<file path="src/rtl/lmss_pkg.sv">
// ----------------------------------------------------------------------------
// lmss_pkg
// Shared constants, codes and controller/datapath bundles for the marked-line
// set with successor search.
// ----------------------------------------------------------------------------
package lmss_pkg;

  // Sizes
  localparam int unsigned CAPACITY   = 256;
  localparam int unsigned LINE_BITS  = 16;
  localparam int unsigned ADDR_W     = (CAPACITY > 1) ? $clog2(CAPACITY) : 1;
  localparam int unsigned CNT_W      = $clog2(CAPACITY + 1);
  localparam int unsigned ENTRY_W    = LINE_BITS + 1;
  localparam int unsigned OP_W       = 2;
  localparam int unsigned STATUS_W   = 3;
  localparam int unsigned IN_USER_W  = OP_W + 1;
  localparam int unsigned IN_DATA_W  = ((LINE_BITS + 7) / 8) * 8;
  localparam int unsigned OUT_DATA_W = ((LINE_BITS + CNT_W + 7) / 8) * 8;

  // Opcodes; the decoder clears on either code with the high bit set
  localparam logic [OP_W-1:0] OP_TOGGLE    = 2'd0;
  localparam logic [OP_W-1:0] OP_NEXT      = 2'd1;
  localparam logic [OP_W-1:0] OP_CLEAR     = 2'd2;
  localparam logic [OP_W-1:0] OP_CLEAR_ALT = 2'd3;

  // Result status codes
  typedef enum logic [STATUS_W-1:0] {
    ST_ADDED   = 3'd0,
    ST_REMOVED = 3'd1,
    ST_KIND    = 3'd2,
    ST_FULL    = 3'd3,
    ST_FOUND   = 3'd4,
    ST_WRAP    = 3'd5,
    ST_EMPTY   = 3'd6,
    ST_CLEARED = 3'd7
  } status_e;

  // Controller to datapath
  typedef struct packed {
    logic load;     // capture the accepted item, reset the scan
    logic scan;     // issue reads and compare entries
    logic resolve;  // settle the result, update count and memory
    logic move_rd;  // read the last entry
    logic move_wr;  // write the last entry into the freed slot
    logic emit;     // load the output register
  } cmd_t;

  // Datapath to controller
  typedef struct packed {
    logic quick;      // no scan needed (clear or empty set)
    logic scan_end;   // last entry compared or toggle hit
    logic need_move;  // removal leaves a hole below the last entry
    logic out_busy;   // output register still holds an unread item
  } sts_t;

endpackage

</file>
<file path="src/rtl/lmss_ctrl.sv">
// ----------------------------------------------------------------------------
// lmss_ctrl
// Sequencer: accept an item, run the memory scan, settle the result, move
// the last entry on a removal, and hand the result to the output register.
// ----------------------------------------------------------------------------
module lmss_ctrl (
  input  logic          clk_i,
  input  logic          rst_ni,
  input  logic          in_tvalid_i,
  output logic          in_tready_o,
  input  lmss_pkg::sts_t sts_i,
  output lmss_pkg::cmd_t cmd_o
);
  import lmss_pkg::*;

  localparam logic [2:0] S_IDLE    = 3'd0;
  localparam logic [2:0] S_SCAN    = 3'd1;
  localparam logic [2:0] S_RESOLVE = 3'd2;
  localparam logic [2:0] S_MOVE_RD = 3'd3;
  localparam logic [2:0] S_MOVE_WR = 3'd4;
  localparam logic [2:0] S_DONE    = 3'd5;

  logic [2:0] state_q, state_d;

  // Next state and commands
  always_comb begin
    state_d       = state_q;
    cmd_o         = '0;
    in_tready_o   = 1'b0;
    case (state_q)
      S_IDLE: begin
        in_tready_o = 1'b1;
        if (in_tvalid_i) begin
          cmd_o.load = 1'b1;
          state_d    = S_SCAN;
        end
      end
      S_SCAN: begin
        cmd_o.scan = 1'b1;
        if (sts_i.quick || sts_i.scan_end) begin
          state_d = S_RESOLVE;
        end
      end
      S_RESOLVE: begin
        cmd_o.resolve = 1'b1;
        state_d       = sts_i.need_move ? S_MOVE_RD : S_DONE;
      end
      S_MOVE_RD: begin
        cmd_o.move_rd = 1'b1;
        state_d       = S_MOVE_WR;
      end
      S_MOVE_WR: begin
        cmd_o.move_wr = 1'b1;
        state_d       = S_DONE;
      end
      S_DONE: begin
        if (!sts_i.out_busy) begin
          cmd_o.emit = 1'b1;
          state_d    = S_IDLE;
        end
      end
      default: begin
        state_d = S_IDLE;
      end
    endcase
  end

  // State register
  always_ff @(posedge clk_i or negedge rst_ni) begin
    if (!rst_ni) begin
      state_q <= S_IDLE;
    end else begin
      state_q <= state_d;
    end
  end

endmodule

</file>
<file path="config.mk">
export PLATFORM = sky130hd
export DESIGN_NAME = lmss_ctrl
export DESIGN_NICKNAME = d
export VERILOG_FILES = /design/src/rtl/lmss_pkg.sv /design/src/rtl/lmss_ctrl.sv
export SDC_FILE = /design/constraint.sdc
export NUM_CORES = 1
export LEC_CHECK = 0
export ABC_AREA = 1
export BUFFER_PORTS_ARGS = -buffer_cell sky130_fd_sc_hd__buf_2
export CORE_AREA = 2 2 39 41
export DETAILED_ROUTE_END_ITERATION = 8
export DIE_AREA = 0 0 41 43
export GPL_TIMING_DRIVEN = 0
export SYNTH_ARGS = -nofsm -noshare
export SYNTH_HDL_FRONTEND = slang
export SYNTH_SLANG_ARGS = --single-unit
</file>
<file path="constraint.sdc">
create_clock -name clk_i -period 0.9 [get_ports clk_i]
set_clock_uncertainty 0.05 [all_clocks]
set_input_delay 0.045 -clock clk_i [delete_from_list [all_inputs] [get_ports clk_i]]
set_output_delay 0.045 -clock clk_i [all_outputs]
set_load 0.01 [all_outputs]
</file>
Word level (Yosys, flattened, before mapping)
Cells that the tools add are included.
{"block": "classes", "n_addsub": 0, "n_mul": 0, "div": 0, "magnitude_cmp": 0, "eq_ne": 8, "shifts": 0, "mux": 14, "n_bitwise": 0, "n_reduce_logical": 3}
{"op": "one-hot mux 3 bit (6 select lines)", "count": 1}
{"op": "two-way mux 3 bit", "count": 4}
{"op": "two-way mux 1 bit", "count": 9}
{"op": "equality test 3 x 2 -> 1 bit (second input constant)", "count": 2}
{"op": "equality test 3 bit (second input constant)", "count": 2}
{"op": "inequality test 2 bit (second input constant)", "count": 3}
{"op": "equality test 3 x 1 -> 1 bit (second input constant)", "count": 1}
{"op": "logical NOT 3 bit", "count": 1}
{"op": "AND reduction 3 bit", "count": 1}
{"op": "logical OR 1 bit", "count": 1}
{"block": "word_totals", "ff_bits": 3, "latch_bits": 0, "ram_bits": 0, "romBits": 0, "input_bits": 7, "output_inout_bits": 7, "wordCells": 26, "memories": 0}

Depth between registers and ports, before layout
{"block": "depth", "depth_word": 3, "ltp_mapped": 5, "depth_no_buf": 5}

Worst setup path after synthesis
Ideal clock, no wire load.
{"block": "synth_path", "kind": "register to register", "startpoint": "reg state_q[2]", "endpoint": "reg state_q[1]", "t_arrival_ns": 0.954, "t_required_ns": 0.778, "slack_ns": -0.176, "stages_incl_launch_ff": 6, "path_buffers": 0, "synth_period_minus_slack_ns": 1.076, "cell_sequence": "dfrtp_1 inv_2 nand2_1 nor2_1 a21oi_1 nor2_1"}
{"block": "synth_via", "elab_chain_len": 3, "word_cells_on_any_way": 11, "classes_between": "eq/ne (8); mux (1); reduce/logical (2)"}
{"item": "start, declared", "line_no": "lmss_ctrl.sv:23", "source": "logic [2:0] state_q, state_d;"}
{"item": "start signal, assigned", "line_no": "lmss_ctrl.sv:73", "source": "state_q <= state_d;"}
{"item": "equality test 3 x 1 -> 1 bit (tied with other cells)", "line_no": "lmss_ctrl.sv:30", "source": "case (state_q)"}
{"item": "inequality test 2 bit (no line)"}
{"item": "AND reduction 3 bit (no line)"}
Parallel ways exist; a longest one is shown, timed or not.
A chain may end at the register's enable or synchronous reset.

==> impl.org <==
** Floorplan
- Starting density of the core :: 0.147
- The floorplan has 14 rows.
- 14 I/O pins were placed.
- After floorplanning, the core was sized to cover 1380 sq um.
- The die is 43 um tall.
- Die boundary width :: 41 um
- Die area :: 1760 sq um

** STA
- Highest clock rate :: 833 MHz
- The final count of hold timing violations came to 0.
- For the pin with the worst max-slew slack, the measured transition is 0.188 ns.
- Minimum clock period after layout :: 1.20 ns
- Final-report setup violation count :: 10
- Worst-case headroom to the max-slew limit :: 0.874
- After layout, the worst setup slack is -0.300 ns.
- Final cycle utilization of the critical path :: 1.33
- Final hold slack :: 0.0326 ns
- Setup repair after global routing missed its margin :: true
- Final Max Slew Viols :: 0

** Place
- Port bufs :: 13
- HPWL after DPL :: 438 um
- Including well taps, the total number of placed cells is 61.
- The congestion estimate from routability-driven global placement came to 0.660.

** Cells and area
- Leaving out filler cells and counting taps, the final layout contains 71.
- Fill cells in the final layout number 157.
- For this run, the post-layout net count is 63.
- More flip-flops sit in one register than any other, and that register is state_q.
- In the final layout, the share of cells above drive strength 1 is 0.673.
- Registers with the most flip-flops :: state_q: 3 flops
- The area growth from synthesis to layout is 112%.
- The register with the most flip-flops in the layout has 3 of them.
- Number of antenna diodes :: 0

** Global route
- The number of antenna violations at the first check in global routing came to 0.
- Global-route wire length before repair :: 1150 um
- Number of global-route vias before repair :: 290
- For this run, the total global-route usage over all layers was measured as 0.106.
- Pin count of the biggest net entering global routing :: 6
- Remaining Overflow, GRT :: 0

** Route
- After detailed routing, the number of remaining DRC violations is 0.
- Count of nets left with antenna violations after detail routing :: 0
- For this block, the routed nets add up to 740 um of wire.
- In this run, the number of DRC markers left after iteration 0 of detailed routing was 2.
- Dividing the detail-routed wire length by the instance count gives 10.4 um.
- The pre-antenna-repair detailed-routing pass consisted of 4 iterations.
- Dividing the detail-routed via count by the number of cells gives 4.23.
- Detailed-route via count :: 300

** Outcome
- Violations in the final reports :: negative setup slack
- The flow ran to the end, but the final reports show violations.

** Critical path
- Kind of start point of the critical path :: flip-flop
- FF-to-FF path depth :: 4
- The worst register-to-register path has a setup slack of -0.25 ns.
- Startpoint of the worst-slack reg-to-reg timing path :: state_q[2]
- Launch point of the critical path :: state_q[1]
- STA classifies the critical path endpoint as an output port.
- Along the worst path, the maximum fanout reaches 5.
- The setup path with the least slack is of type reg -> out.
- The critical path ends at cmd_o[0].
- Endpoint of the lowest-slack register-to-register path :: state_q[0]
- Data arrival time at the worst-slack endpoint :: 1.10 ns
- For the worst setup path, the data required time is 0.81 ns.

** Logic synthesis
- The number of nets handed over by synthesis was 39.
- Counting distinct cell types in the post-synthesis netlist gives 11.
- Yosys printed 0 warnings.
- Proportion of synthesized chip area in sequential cells :: 0.368
- Syn Area/Cell :: 6.37 sq um
- Post-synthesis cell count :: 32
- After synthesis the netlist holds a flip-flop and latch count of 3.
- The cell area that synthesis handed to floorplanning was 204 sq um.

** CTS
- Depth of the CTS H-tree :: 1
- Number of clock sinks :: 3
- Buffers inserted during clock tree synthesis total 3.
- Worst-Skew Late Latency :: 0.23 ns
- Buffer type at the clock tree root :: sky130_fd_sc_hd__clkbuf_4
- Clk slew on worst S/H paths :: 0.03 ns
- CTS tree :: yes
- No sink is reached through more buffers than the 2 on the longest clock path.

** Pwr
- Peak supply drop :: 0.871 mV
- Dividing total power by cell area gives a power density of 3420 nW/um^2.
- Pleak :: 0.222 nW

** Hold path
- The min-delay analysis places its worst path in the category in -> reg.

** Run
- Max-cap violations in this run came to 0.
==> report_power, final <==
| group | internal, mW | switching [mW] | total [mW] |
|---|---|---|---|
| logic | 0.423 | 0.484 | 0.907 |
| clock network | 0.166 | 0.0704 | 0.237 |
| registers | 0.208 | 0.123 | 0.331 |
==> repair_timing <==
item | CTS | global route
gates resized for setup | 9 | 3
pin swaps | 1 | 1
setup buffers | 5 | 0
endpoints found under the hold margin | 3 | 0
endpoints found under the setup margin | 10 | 10
hold buffers | 1 | 0
==> placed cells by master, fill, tap and decap left out <==
master,count
sky130_fd_sc_hd__and2_1,1
sky130_fd_sc_hd__nand4_1,2
sky130_fd_sc_hd__inv_2,2
sky130_fd_sc_hd__dlygate4sd3_1,1
sky130_fd_sc_hd__nor2_1,5
sky130_fd_sc_hd__clkbuf_4,3
sky130_fd_sc_hd__nor2_4,3
sky130_fd_sc_hd__nand2_4,1
sky130_fd_sc_hd__nand2_1,2
sky130_fd_sc_hd__nor2_2,1
sky130_fd_sc_hd__nor4_2,1
sky130_fd_sc_hd__a21oi_1,3
sky130_fd_sc_hd__buf_2,13
sky130_fd_sc_hd__nand3_1,1
sky130_fd_sc_hd__buf_6,1
sky130_fd_sc_hd__clkbuf_1,1
sky130_fd_sc_hd__inv_1,2
sky130_fd_sc_hd__inv_4,1
sky130_fd_sc_hd__nand3_2,2
sky130_fd_sc_hd__nor3_2,2
sky130_fd_sc_hd__buf_4,4
sky130_fd_sc_hd__dfrtp_2,3
==> through the flow <==
step | area (sq um) | setup WS [ns] | power (mW) | TNS, ns | util
floorplan | 234 | -0.113 | 0.730 | -0.439 | -
global placement | 319 | -0.176 | 0.917 | -1.15 | 0.231
detailed placement | 319 | -0.175 | 0.915 | -1.09 | 0.231
CTS | 417 | -0.325 | 1.41 | -2.48 | 0.301
global route | 432 | -0.385 | 1.62 | -3.33 | 0.312
finish | 432 | -0.300 | 1.47 | -2.59 | 0.312
==> critical path: stages, from the launching register on <==
cell,delay [ns]
sky130_fd_sc_hd__dfrtp_2,0.45
sky130_fd_sc_hd__nor4_2,0.26
sky130_fd_sc_hd__buf_2,0.16
==> Yosys cell counts <==
cell type	count	area, sq um
sky130_fd_sc_hd__inv_2	2	7.51
sky130_fd_sc_hd__nand2_1	3	11.3
sky130_fd_sc_hd__dfrtp_1	3	75.1
sky130_fd_sc_hd__nor4_1	1	6.26
sky130_fd_sc_hd__and2_1	1	6.26
sky130_fd_sc_hd__inv_1	3	11.3
sky130_fd_sc_hd__nor2_1	9	33.8
sky130_fd_sc_hd__a21oi_1	3	15.0
sky130_fd_sc_hd__nand3_1	3	15.0
sky130_fd_sc_hd__nor3_1	2	10.0
sky130_fd_sc_hd__nand4_1	2	12.5
==> per-layer routing <==
layer / routed length (um) / vias up / GRT usage
met5: 0 / - / 0
li1: - / 152 / -
met1: 235 / 138 / 0.0804
met2: 456 / 10 / 0.188
met3: 47 / 0 / 0.0628
met4: 0 / 0 / 0.0600
==> cells by family after synthesis <==
family,after synthesis,synth area share
compound gates,3,0.0736
buf+inv,5,0.0920
flops,3,0.368
simple gates,21,0.466
==> worst min-delay path by stage <==
stage | slack, ns | from | depth (start not counted) | end
floorplan | -0.30 | rst_ni | 0 | state_q[0]
CTS | 0.04 | sts_i[1] | 3 | state_q[1]
global placement | -0.21 | rst_ni | 1 | state_q[2]
finish | 0.03 | sts_i[1] | 3 | state_q[1]
detailed placement | -0.21 | rst_ni | 1 | state_q[0]
global route | 0.08 | sts_i[1] | 3 | state_q[1]
==> area by class of cell <==
| type | instances | area [sq um] | share of cell area |
|---|---|---|---|
| multi-input combinational | 24 | 169 | 0.391 |
| timing repair buffer | 19 | 116 | 0.270 |
| sequential | 3 | 78.8 | 0.183 |
| clock buffer | 4 | 26.3 | 0.0609 |
| inverter | 5 | 21.3 | 0.0493 |
| tap | 16 | 20.0 | 0.0464 |
(Power assumes the default switching activity.)
